<file path="config.mk">
export PLATFORM = sky130hd
export DESIGN_NAME = led_matrix_frame_buffer_flusher
export DESIGN_NICKNAME = d
export VERILOG_FILES = /design/src/design/lmfb_pkg.sv /design/src/design/led_matrix_frame_buffer_flusher.sv
export VERILOG_INCLUDE_DIRS = /design/src /design/src/design
export SDC_FILE = /design/constraint.sdc
export NUM_CORES = 1
export LEC_CHECK = 0
export ABC_AREA = 1
export BUFFER_PORTS_ARGS = -buffer_cell sky130_fd_sc_hd__buf_2
export CAP_MARGIN = 20
export CORE_ASPECT_RATIO = 0.7
export CORE_MARGIN = 2
export CORE_UTILIZATION = 55
export CTS_BUF_LIST = sky130_fd_sc_hd__clkbuf_2
export DETAILED_ROUTE_END_ITERATION = 6
export PLACE_DENSITY = 0.78
export SLEW_MARGIN = 20
export SYNTH_ARGS = -nofsm -noshare
export SYNTH_HDL_FRONTEND = slang
export SYNTH_SLANG_ARGS = --single-unit
</file>
<file path="constraint.sdc">
create_clock -name clk_i -period 6 [get_ports clk_i]
set_input_delay 0.3 -clock clk_i [delete_from_list [all_inputs] [get_ports clk_i]]
set_output_delay 0.3 -clock clk_i [all_outputs]
set_load 0.03 [all_outputs]
</file>
<file path="src/design/assert_macros.svh">
// assertion macros used by the rtl top level
`ifndef ASSERT_MACROS_SVH
`define ASSERT_MACROS_SVH

// clocked assertion, disabled while reset is asserted
`define LMFB_ASSERT(lbl, clk, rst_n, prop, msg) \
  lbl: assert property (@(posedge clk) disable iff (!rst_n) prop) else $error(msg);

// clocked assertion that also holds during reset
`define LMFB_ASSERT_ALWAYS(lbl, clk, prop, msg) \
  lbl: assert property (@(posedge clk) prop) else $error(msg);

`endif

</file>
<file path="src/design/lmfb_pkg.sv">
// package: types and constants of the led matrix frame buffer flusher
`timescale 1ns / 1ps
`default_nettype none

package lmfb_pkg;

  localparam int NumChainsDef       = 2;
  localparam int DevicesPerChainDef = 4;
  localparam int RowsPerDevice      = 8;
  localparam int RowMirror          = 7;

  typedef enum logic [2:0] {
    KIND_PIXEL       = 3'd0,
    KIND_FLUSH_ROW   = 3'd1,
    KIND_FLUSH_CHAIN = 3'd2,
    KIND_CLEAR_CHAIN = 3'd3,
    KIND_CLEAR_ALL   = 3'd4
  } kind_e;

  typedef enum logic [1:0] {
    ST_IDLE,
    ST_PIX_RD,
    ST_PIX_WR,
    ST_FLUSH
  } state_e;

  // side information that travels with a memory read of a flush
  typedef struct packed {
    logic       chain;
    logic [2:0] row;
    logic       frame_end;
    logic       last;
  } word_meta_t;

endpackage

`default_nettype wire

</file>
<file path="src/design/led_matrix_frame_buffer_flusher.sv">
// top level: frame store and word sequencer for daisy-chained led matrix chains
`timescale 1ns / 1ps
`default_nettype none

// Frame store of one byte per row for every device of every chain, held in a
// single synchronous memory (one write port, one read port, registered read
// data). A pixel write is a read-modify-write (accept, read, write back);
// its read waits while the word side stalls and an earlier flush word still
// sits in the read data register. A row flush sends DEVICES_PER_CHAIN words
// and a chain flush 8 * DEVICES_PER_CHAIN words, one word per cycle from the
// single memory read port when the output side takes every word; the next
// command is accepted as soon as the last read of a flush has been issued.
// Clear chain and clear all act on acceptance alone: each memory entry has a
// valid bit, reset and the clears drop these bits, and an entry without its
// valid bit reads as zero, so no clearing pass is needed after reset. Words
// come out farthest device first; frame_end marks the last word of a
// chip-select frame and last the final word of the command.
`include "assert_macros.svh"

module led_matrix_frame_buffer_flusher #(
  parameter int NUM_CHAINS        = lmfb_pkg::NumChainsDef,
  parameter int DEVICES_PER_CHAIN = lmfb_pkg::DevicesPerChainDef
) (
  input  wire logic       clk_i,
  input  wire logic       rst_ni,
  // command side
  input  wire logic       in_valid_i,
  output logic            in_ready_o,
  input  wire logic [2:0] kind_i,
  input  wire logic       chain_index_i,
  input  wire logic [2:0] device_index_i,
  input  wire logic [2:0] column_i,
  input  wire logic [2:0] row_index_i,
  input  wire logic       pixel_on_i,
  // word side
  output logic            out_valid_o,
  input  wire logic       out_ready_i,
  output logic            chain_select_o,
  output logic [3:0]      register_address_o,
  output logic [7:0]      register_data_o,
  output logic            frame_end_o,
  output logic            last_o
);

  localparam int Rows      = lmfb_pkg::RowsPerDevice;
  localparam int Depth     = NUM_CHAINS * DEVICES_PER_CHAIN * Rows;
  localparam int AddrW     = $clog2(Depth);
  localparam int DevW      = (DEVICES_PER_CHAIN > 1) ? $clog2(DEVICES_PER_CHAIN) : 1;
  localparam int ChainSpan = DEVICES_PER_CHAIN * Rows;
  localparam logic [DevW-1:0] DevLast = DevW'(DEVICES_PER_CHAIN - 1);
  localparam logic [2:0]      RowLast = 3'(Rows - 1);

  // frame store and its read data register
  logic [7:0]       mem_q [Depth];
  logic [7:0]       rdata_q;
  logic [Depth-1:0] vld_q, vld_d;

  lmfb_pkg::state_e state_q, state_d;
  logic [2:0]       row_q, row_d;
  logic [DevW-1:0]  dev_q, dev_d;

  // command fields held for the duration of a command
  logic             chain_q;
  logic             single_q;
  logic [AddrW-1:0] pix_addr_q;
  logic [2:0]       pix_col_q;
  logic             pix_on_q;

  // memory access controls
  logic             rd_en;
  logic [AddrW-1:0] raddr;
  logic             mem_we;
  logic [7:0]       wdata;
  logic [7:0]       old_byte;
  logic [7:0]       bit_mask;

  // pending flush read: data in rdata_q, waiting for the output register
  logic                 rd_pend_q, rd_pend_d;
  logic                 rd_vld_q;
  lmfb_pkg::word_meta_t rd_meta_q;
  lmfb_pkg::word_meta_t issue_meta;
  logic                 issue_flush;

  // output word register
  logic                 out_valid_q, out_valid_d;
  lmfb_pkg::word_meta_t out_meta_q;
  logic [7:0]           out_data_q;

  logic in_fire;
  logic chain_ok;
  logic dev_ok;
  logic out_free;
  logic drain;
  lmfb_pkg::kind_e kind;

  assign kind     = lmfb_pkg::kind_e'(kind_i);
  assign chain_ok = int'(chain_index_i) < NUM_CHAINS;
  assign dev_ok   = int'(device_index_i) < DEVICES_PER_CHAIN;

  assign in_ready_o = (state_q == lmfb_pkg::ST_IDLE);
  assign in_fire    = in_valid_i && in_ready_o;

  // the pending read moves on whenever the output register is free
  assign out_free = !out_valid_q || out_ready_i;
  assign drain    = rd_pend_q && out_free;

  // read-modify-write of one pixel bit
  assign old_byte = rd_vld_q ? rdata_q : 8'd0;
  assign bit_mask = 8'd1 << pix_col_q;
  assign wdata    = pix_on_q ? (old_byte | bit_mask) : (old_byte & ~bit_mask);

  // tags of the word being read by a flush
  always_comb begin
    issue_meta.chain     = chain_q;
    issue_meta.row       = row_q;
    issue_meta.frame_end = (dev_q == '0);
    issue_meta.last      = (dev_q == '0) && (single_q || row_q == RowLast);
  end

  // sequencer: next state and memory controls
  always_comb begin
    state_d     = state_q;
    row_d       = row_q;
    dev_d       = dev_q;
    rd_en       = 1'b0;
    raddr       = pix_addr_q;
    mem_we      = 1'b0;
    issue_flush = 1'b0;
    case (state_q)
      lmfb_pkg::ST_IDLE: begin
        if (in_fire) begin
          case (kind)
            lmfb_pkg::KIND_PIXEL: begin
              if (chain_ok && dev_ok) begin
                state_d = lmfb_pkg::ST_PIX_RD;
              end
            end
            lmfb_pkg::KIND_FLUSH_ROW: begin
              if (chain_ok) begin
                state_d = lmfb_pkg::ST_FLUSH;
                row_d   = row_index_i;
                dev_d   = DevLast;
              end
            end
            lmfb_pkg::KIND_FLUSH_CHAIN: begin
              if (chain_ok) begin
                state_d = lmfb_pkg::ST_FLUSH;
                row_d   = 3'd0;
                dev_d   = DevLast;
              end
            end
            default: begin
            end
          endcase
        end
      end
      lmfb_pkg::ST_PIX_RD: begin
        // wait until the read data register no longer holds a flush word
        if (!rd_pend_q || drain) begin
          rd_en   = 1'b1;
          state_d = lmfb_pkg::ST_PIX_WR;
        end
      end
      lmfb_pkg::ST_PIX_WR: begin
        mem_we  = 1'b1;
        state_d = lmfb_pkg::ST_IDLE;
      end
      lmfb_pkg::ST_FLUSH: begin
        raddr = AddrW'((int'(chain_q) * DEVICES_PER_CHAIN + int'(dev_q)) * Rows
                       + int'(row_q));
        if (!rd_pend_q || drain) begin
          rd_en       = 1'b1;
          issue_flush = 1'b1;
          if (dev_q == '0) begin
            if (single_q || row_q == RowLast) begin
              state_d = lmfb_pkg::ST_IDLE;
            end else begin
              row_d = row_q + 3'd1;
              dev_d = DevLast;
            end
          end else begin
            dev_d = dev_q - DevW'(1);
          end
        end
      end
      default: begin
        state_d = lmfb_pkg::ST_IDLE;
      end
    endcase
  end

  // valid bits: a pixel write sets its entry's bit, clears drop whole chains or the whole store at once
  always_comb begin
    vld_d = vld_q;
    if (mem_we) begin
      vld_d[pix_addr_q] = 1'b1;
    end
    if (in_fire && kind == lmfb_pkg::KIND_CLEAR_ALL) begin
      vld_d = '0;
    end else if (in_fire && kind == lmfb_pkg::KIND_CLEAR_CHAIN && chain_ok) begin
      for (int c = 0; c < NUM_CHAINS; c++) begin
        for (int e = 0; e < ChainSpan; e++) begin
          if (int'(chain_index_i) == c) begin
            vld_d[c * ChainSpan + e] = 1'b0;
          end
        end
      end
    end
  end

  always_comb begin
    rd_pend_d = rd_pend_q;
    if (issue_flush) begin
      rd_pend_d = 1'b1;
    end else if (drain) begin
      rd_pend_d = 1'b0;
    end
  end

  always_comb begin
    out_valid_d = out_valid_q;
    if (drain) begin
      out_valid_d = 1'b1;
    end else if (out_ready_i) begin
      out_valid_d = 1'b0;
    end
  end

  // control registers
  always_ff @(posedge clk_i or negedge rst_ni) begin
    if (!rst_ni) begin
      state_q     <= lmfb_pkg::ST_IDLE;
      row_q       <= '0;
      dev_q       <= '0;
      vld_q       <= '0;
      rd_pend_q   <= 1'b0;
      out_valid_q <= 1'b0;
    end else begin
      state_q     <= state_d;
      row_q       <= row_d;
      dev_q       <= dev_d;
      vld_q       <= vld_d;
      rd_pend_q   <= rd_pend_d;
      out_valid_q <= out_valid_d;
    end
  end

  // command fields
  always_ff @(posedge clk_i) begin
    if (in_fire) begin
      chain_q    <= chain_index_i;
      single_q   <= (kind == lmfb_pkg::KIND_FLUSH_ROW);
      pix_addr_q <= AddrW'((int'(chain_index_i) * DEVICES_PER_CHAIN
                            + int'(device_index_i)) * Rows
                           + (lmfb_pkg::RowMirror - int'(row_index_i)));
      pix_col_q  <= column_i;
      pix_on_q   <= pixel_on_i;
    end
  end

  // frame store memory
  always_ff @(posedge clk_i) begin
    if (mem_we) begin
      mem_q[pix_addr_q] <= wdata;
    end
    if (rd_en) begin
      rdata_q <= mem_q[raddr];
    end
  end

  // valid bit and tags of the read in flight
  always_ff @(posedge clk_i) begin
    if (rd_en) begin
      rd_vld_q <= vld_q[raddr];
    end
    if (issue_flush) begin
      rd_meta_q <= issue_meta;
    end
  end

  // output word payload
  always_ff @(posedge clk_i) begin
    if (drain) begin
      out_meta_q <= rd_meta_q;
      out_data_q <= rd_vld_q ? rdata_q : 8'd0;
    end
  end

  assign out_valid_o        = out_valid_q;
  assign chain_select_o     = out_meta_q.chain;
  assign register_address_o = {1'b0, out_meta_q.row} + 4'd1;
  assign register_data_o    = out_data_q;
  assign frame_end_o        = out_meta_q.frame_end;
  assign last_o             = out_meta_q.last;

  // a pending flush word is never overwritten while the output is stalled
  `LMFB_ASSERT(a_pend_held, clk_i, rst_ni,
    rd_pend_q && out_valid_o && !out_ready_i |=> rd_pend_q && $stable(rd_meta_q),
    "pending flush word lost under output stall")

  // the pixel read-back never shares the read register with a flush word
  `LMFB_ASSERT(a_pix_no_pend, clk_i, rst_ni,
    state_q == lmfb_pkg::ST_PIX_WR |-> !rd_pend_q,
    "pixel read-modify-write overlaps a pending flush word")

  // the last word of a command always closes a chip-select frame
  `LMFB_ASSERT(a_last_frame, clk_i, rst_ni,
    out_valid_o && last_o |-> frame_end_o,
    "last word without frame end")

  // issuing the final read of a flush returns the sequencer to idle
  `LMFB_ASSERT(a_flush_done, clk_i, rst_ni,
    issue_flush && issue_meta.last |=> state_q == lmfb_pkg::ST_IDLE,
    "flush sequencer did not finish after its final word")

endmodule

`default_nettype wire
</file>
==> flow_metrics.tcl <==
set metrics [dict create \
    status "finished, violations left" \
    violations "design-rule violations" \
    p_total_mw 13.8 \
    syn_area_um2 27800 \
    wirelength_um 74900 \
    yosys.area_share.simple 0.246 \
    hp-class "in2reg" \
    vdd.ir_drop.worst_v 0.000373 \
    period_share 0.723 \
    groute.usage.overall 0.287 \
    setup_viol 0 \
    rsz0062_at_grt "false" \
    grt.overflow.total 0 \
    synth_xor_area_frac 0.000629 \
    vias 20600 \
    die-area_um2 52500 \
    place_congestion 0.865 \
    layout.cells.non_filler 3503 \
    grt_max_degree 183 \
    tns_ps 0 \
    hpwl_um 41000 \
    finClkSkew_ps 105 \
    swShare 0.414 \
    synth_mux_area_frac 0 \
    regArea_um2 18400 \
    slew_headroom 0.224 \
    cts_sinks 626 \
    multi_input_area_um2 7360 \
    drv_cap 0 \
    ant_nets 0 \
    insertion_delay_ps 1120 \
    ys_seq_area_frac 0.662 \
    synth_top_family_by_area "simple AND/OR/NAND/NOR gates" \
    postPlaceCellArea_um2 28500 \
    cts_root_buffer "clkbuf_2" \
    viasPerCell 5.87 \
    finalHoldViolCount 0 \
    drt_pre_antenna_iters 7 \
    initial_core_util 0.561 \
    drt_iter0_markers 3047 \
    wl_per_cell_um 21.4 \
    crit_type "reg2reg" \
    grt_pass1_wl_um 114000 \
    cts_buffers 140 \
    fin_crit_ps 4340 \
    ys_types 30 \
    num_rows 68 \
    drv_slew 0 \
    synth-compound-area-share 0.0104 \
    core_um2 49600 \
    syn-mean-instance-area_um2 10.5 \
    fin_util 0.609 \
    nFillCells 3847 \
    yosys.area.top_type "edfxtp_1" \
    ys_ff_latch 626 \
    cp.required_ps 6990 \
    io-pin-count 35 \
    power.leakage_nw 12.4 \
    tightest_slew_ps 1160 \
    syn_inst 2644 \
    startpoint_type "flop" \
    ys.warnings.count 0 \
    critPathCaptureType "flop" \
    clkPwrFrac 0.206 \
    synthTopCellsByArea "edfxtp_1, nand3_1, dfrtp_1" \
    h-tree-depth 4 \
    synthAdderAreaFrac 0.00180 \
    place_inst 3218 \
    clock_path_buffers 3 \
    yosys.area.top_type_share 0.597 \
    cellPowerDensity_nw_per_um2 457 \
    fin_area_um2 30200 \
    syn_to_final_growth_pct 8.47 \
    die_h_um 192 \
    clkTransAtPathRegs_ps 130 \
    max_freq_mhz 231 \
    cts_resized 0 \
    die_w_um 273 \
    nNetsFinal 2749 \
    switching_power_mw 5.72 \
    grt_pass1_vias 19800 \
    antenna_found_initial 1 \
    p_seq_frac 0.428 \
    cp_max_fo 115 \
    syn-num-nets 2666 \
    arrival_ps 5330 \
    p_int_mw 8.07 \
    numPortBuffers 34 \
    drive_gt1_frac 0.112 \
    drc 1 \
    cts_tree "yes" \
    p_comb_frac 0.366 \
]
[routing by layer]
layer / global-route usage / share of wire
met5: 0 / 0
met2: 0.438 / 0.45
met3: 0.0808 / 0.14
met4: 0.0947 / 0.030
met1: 0.400 / 0.38
[area by class of cell]
cell class,count,share of cell area
flip-flops and latches,626,0.611
multi-input cells,1469,0.244
well taps,665,0.0276
clock inverters,32,0.00796
repair buffers,90,0.0239
diodes,2,0.000166
inverters,400,0.0498
clock buffers,219,0.0363
[flip-flops by register name (all words and copies together) (netlist names), 2 cells and up]
register	count
dev_q	2
mem_q	512
out_meta_q	3
pix_addr_q	6
pix_col_q	3
rd_meta_q	6
rdata_q	8
register_data_o	8
row_q	3
state_q	2
vld_q	64
[cell families (layout without fill, tap and decap cells)]
| logic type | after synthesis | after routing |
|---|---|---|
| AND/OR/NAND/NOR | 1417 | 1417 |
| flip-flops | 626 | 626 |
| buffers and inverters | 549 | 741 |
| AO/OA/AOI/OAI | 46 | 46 |
| adder cells (fa/ha/maj) | 4 | 4 |
| XOR/XNOR | 2 | 2 |
| other | 0 | 2 |
[power groups by stage]
stage | clock (mW) | combinational, mW | sequential [mW]
floorplan | 0 | 3.14 | 6.04
global placement | 0 | 4.73 | 5.96
detailed placement | 0 | 4.84 | 5.98
CTS | 2.83 | 4.88 | 5.88
global route | 3.06 | 5.40 | 5.93
finish | 2.84 | 5.05 | 5.90
[through the flow]
stage / hold WS, ps / setup WS (ps)
final: 148 / 1660
after CTS: 73.7 / 1850
after global routing: 63.9 / 1500
after global placement: 278 / 1980
after detailed placement: 281 / 1860
after floorplan: 4.41 / 2130
[worst max-delay path, cell delays in order (launching register included)]
cell and delay [ps]:
dfrtp_1 510, nand2_2 520, nand2_8 590, nand2_4 480, clkinv_2 810, nand2_1 290, nand3_1 140, nand3_1 230
nand3_1 100, nand3_1 100, nand3_1 270, nand2_1 150
[cells in the mapped netlist]
| master | number |
|---|---|
| o21ai_0 | 18 |
| a31o_2 | 1 |
| clkbuf_1 | 69 |
| buf_1 | 6 |
| inv_1 | 395 |
| inv_2 | 2 |
| dfrtp_1 | 73 |
| buf_2 | 66 |
| a21oi_1 | 15 |
| nand3_1 | 577 |
| nand2_1 | 424 |
| xor2_1 | 2 |
| edfxtp_1 | 553 |
| buf_4 | 4 |
| buf_6 | 4 |
| nand2_2 | 2 |
| ha_1 | 4 |
| o21ai_1 | 2 |
| nand4_1 | 2 |
| nor2_1 | 190 |
| o211ai_1 | 2 |
| clkinv_2 | 1 |
| o21ai_2 | 3 |
| o21ai_4 | 3 |
| nor3_1 | 11 |
| o31ai_1 | 1 |
| clkinv_1 | 2 |
| a32oi_1 | 1 |
| nand3b_1 | 210 |
| nor4_1 | 1 |
[cell usage in the layout, fill, tap and decap left out, types with 2 or more instances in the layout]
cell type,netlist,final
o21ai_2,3,3
buf_12,0,4
clkinv_1,2,19
buf_2,66,33
xor2_1,2,2
o21ai_4,3,13
clkinvlp_4,0,2
o211ai_1,2,2
bufinv_16,0,4
clkinv_2,1,3
diode_2,0,2
nor3_1,11,11
nand2_1,424,423
dlygate4sd3_1,0,31
nand3_1,577,576
nand3b_1,210,210
dfrtp_1,73,73
buf_4,4,22
ha_1,4,4
o21ai_0,18,10
nor2_1,190,190
inv_2,2,8
nand4_1,2,2
a21oi_1,15,14
edfxtp_1,553,553
inv_1,395,395
clkbuf_2,0,219
[timing repair]
item | CTS | global route
hold endpoints to repair | 190 | 0
hold buffers | 32 | 0
setup buffers | 0 | 0
[worst paths after layout]
check,from,to,slack [ps],cells after the start
max,state_q[0],rdata_q[3],1660,11
min,device_index_i[2],pix_addr_q[5],150,3
max reg2reg,state_q[0],rdata_q[3],1660,11
min reg2reg,rd_meta_q[1],frame_end_o,430,0
max in group asynchronous,rst_ni,vld_q[42],4840,4
min in group asynchronous,rst_ni,vld_q[19],250,4
Note: power is estimated with default switching activity, not from simulation.
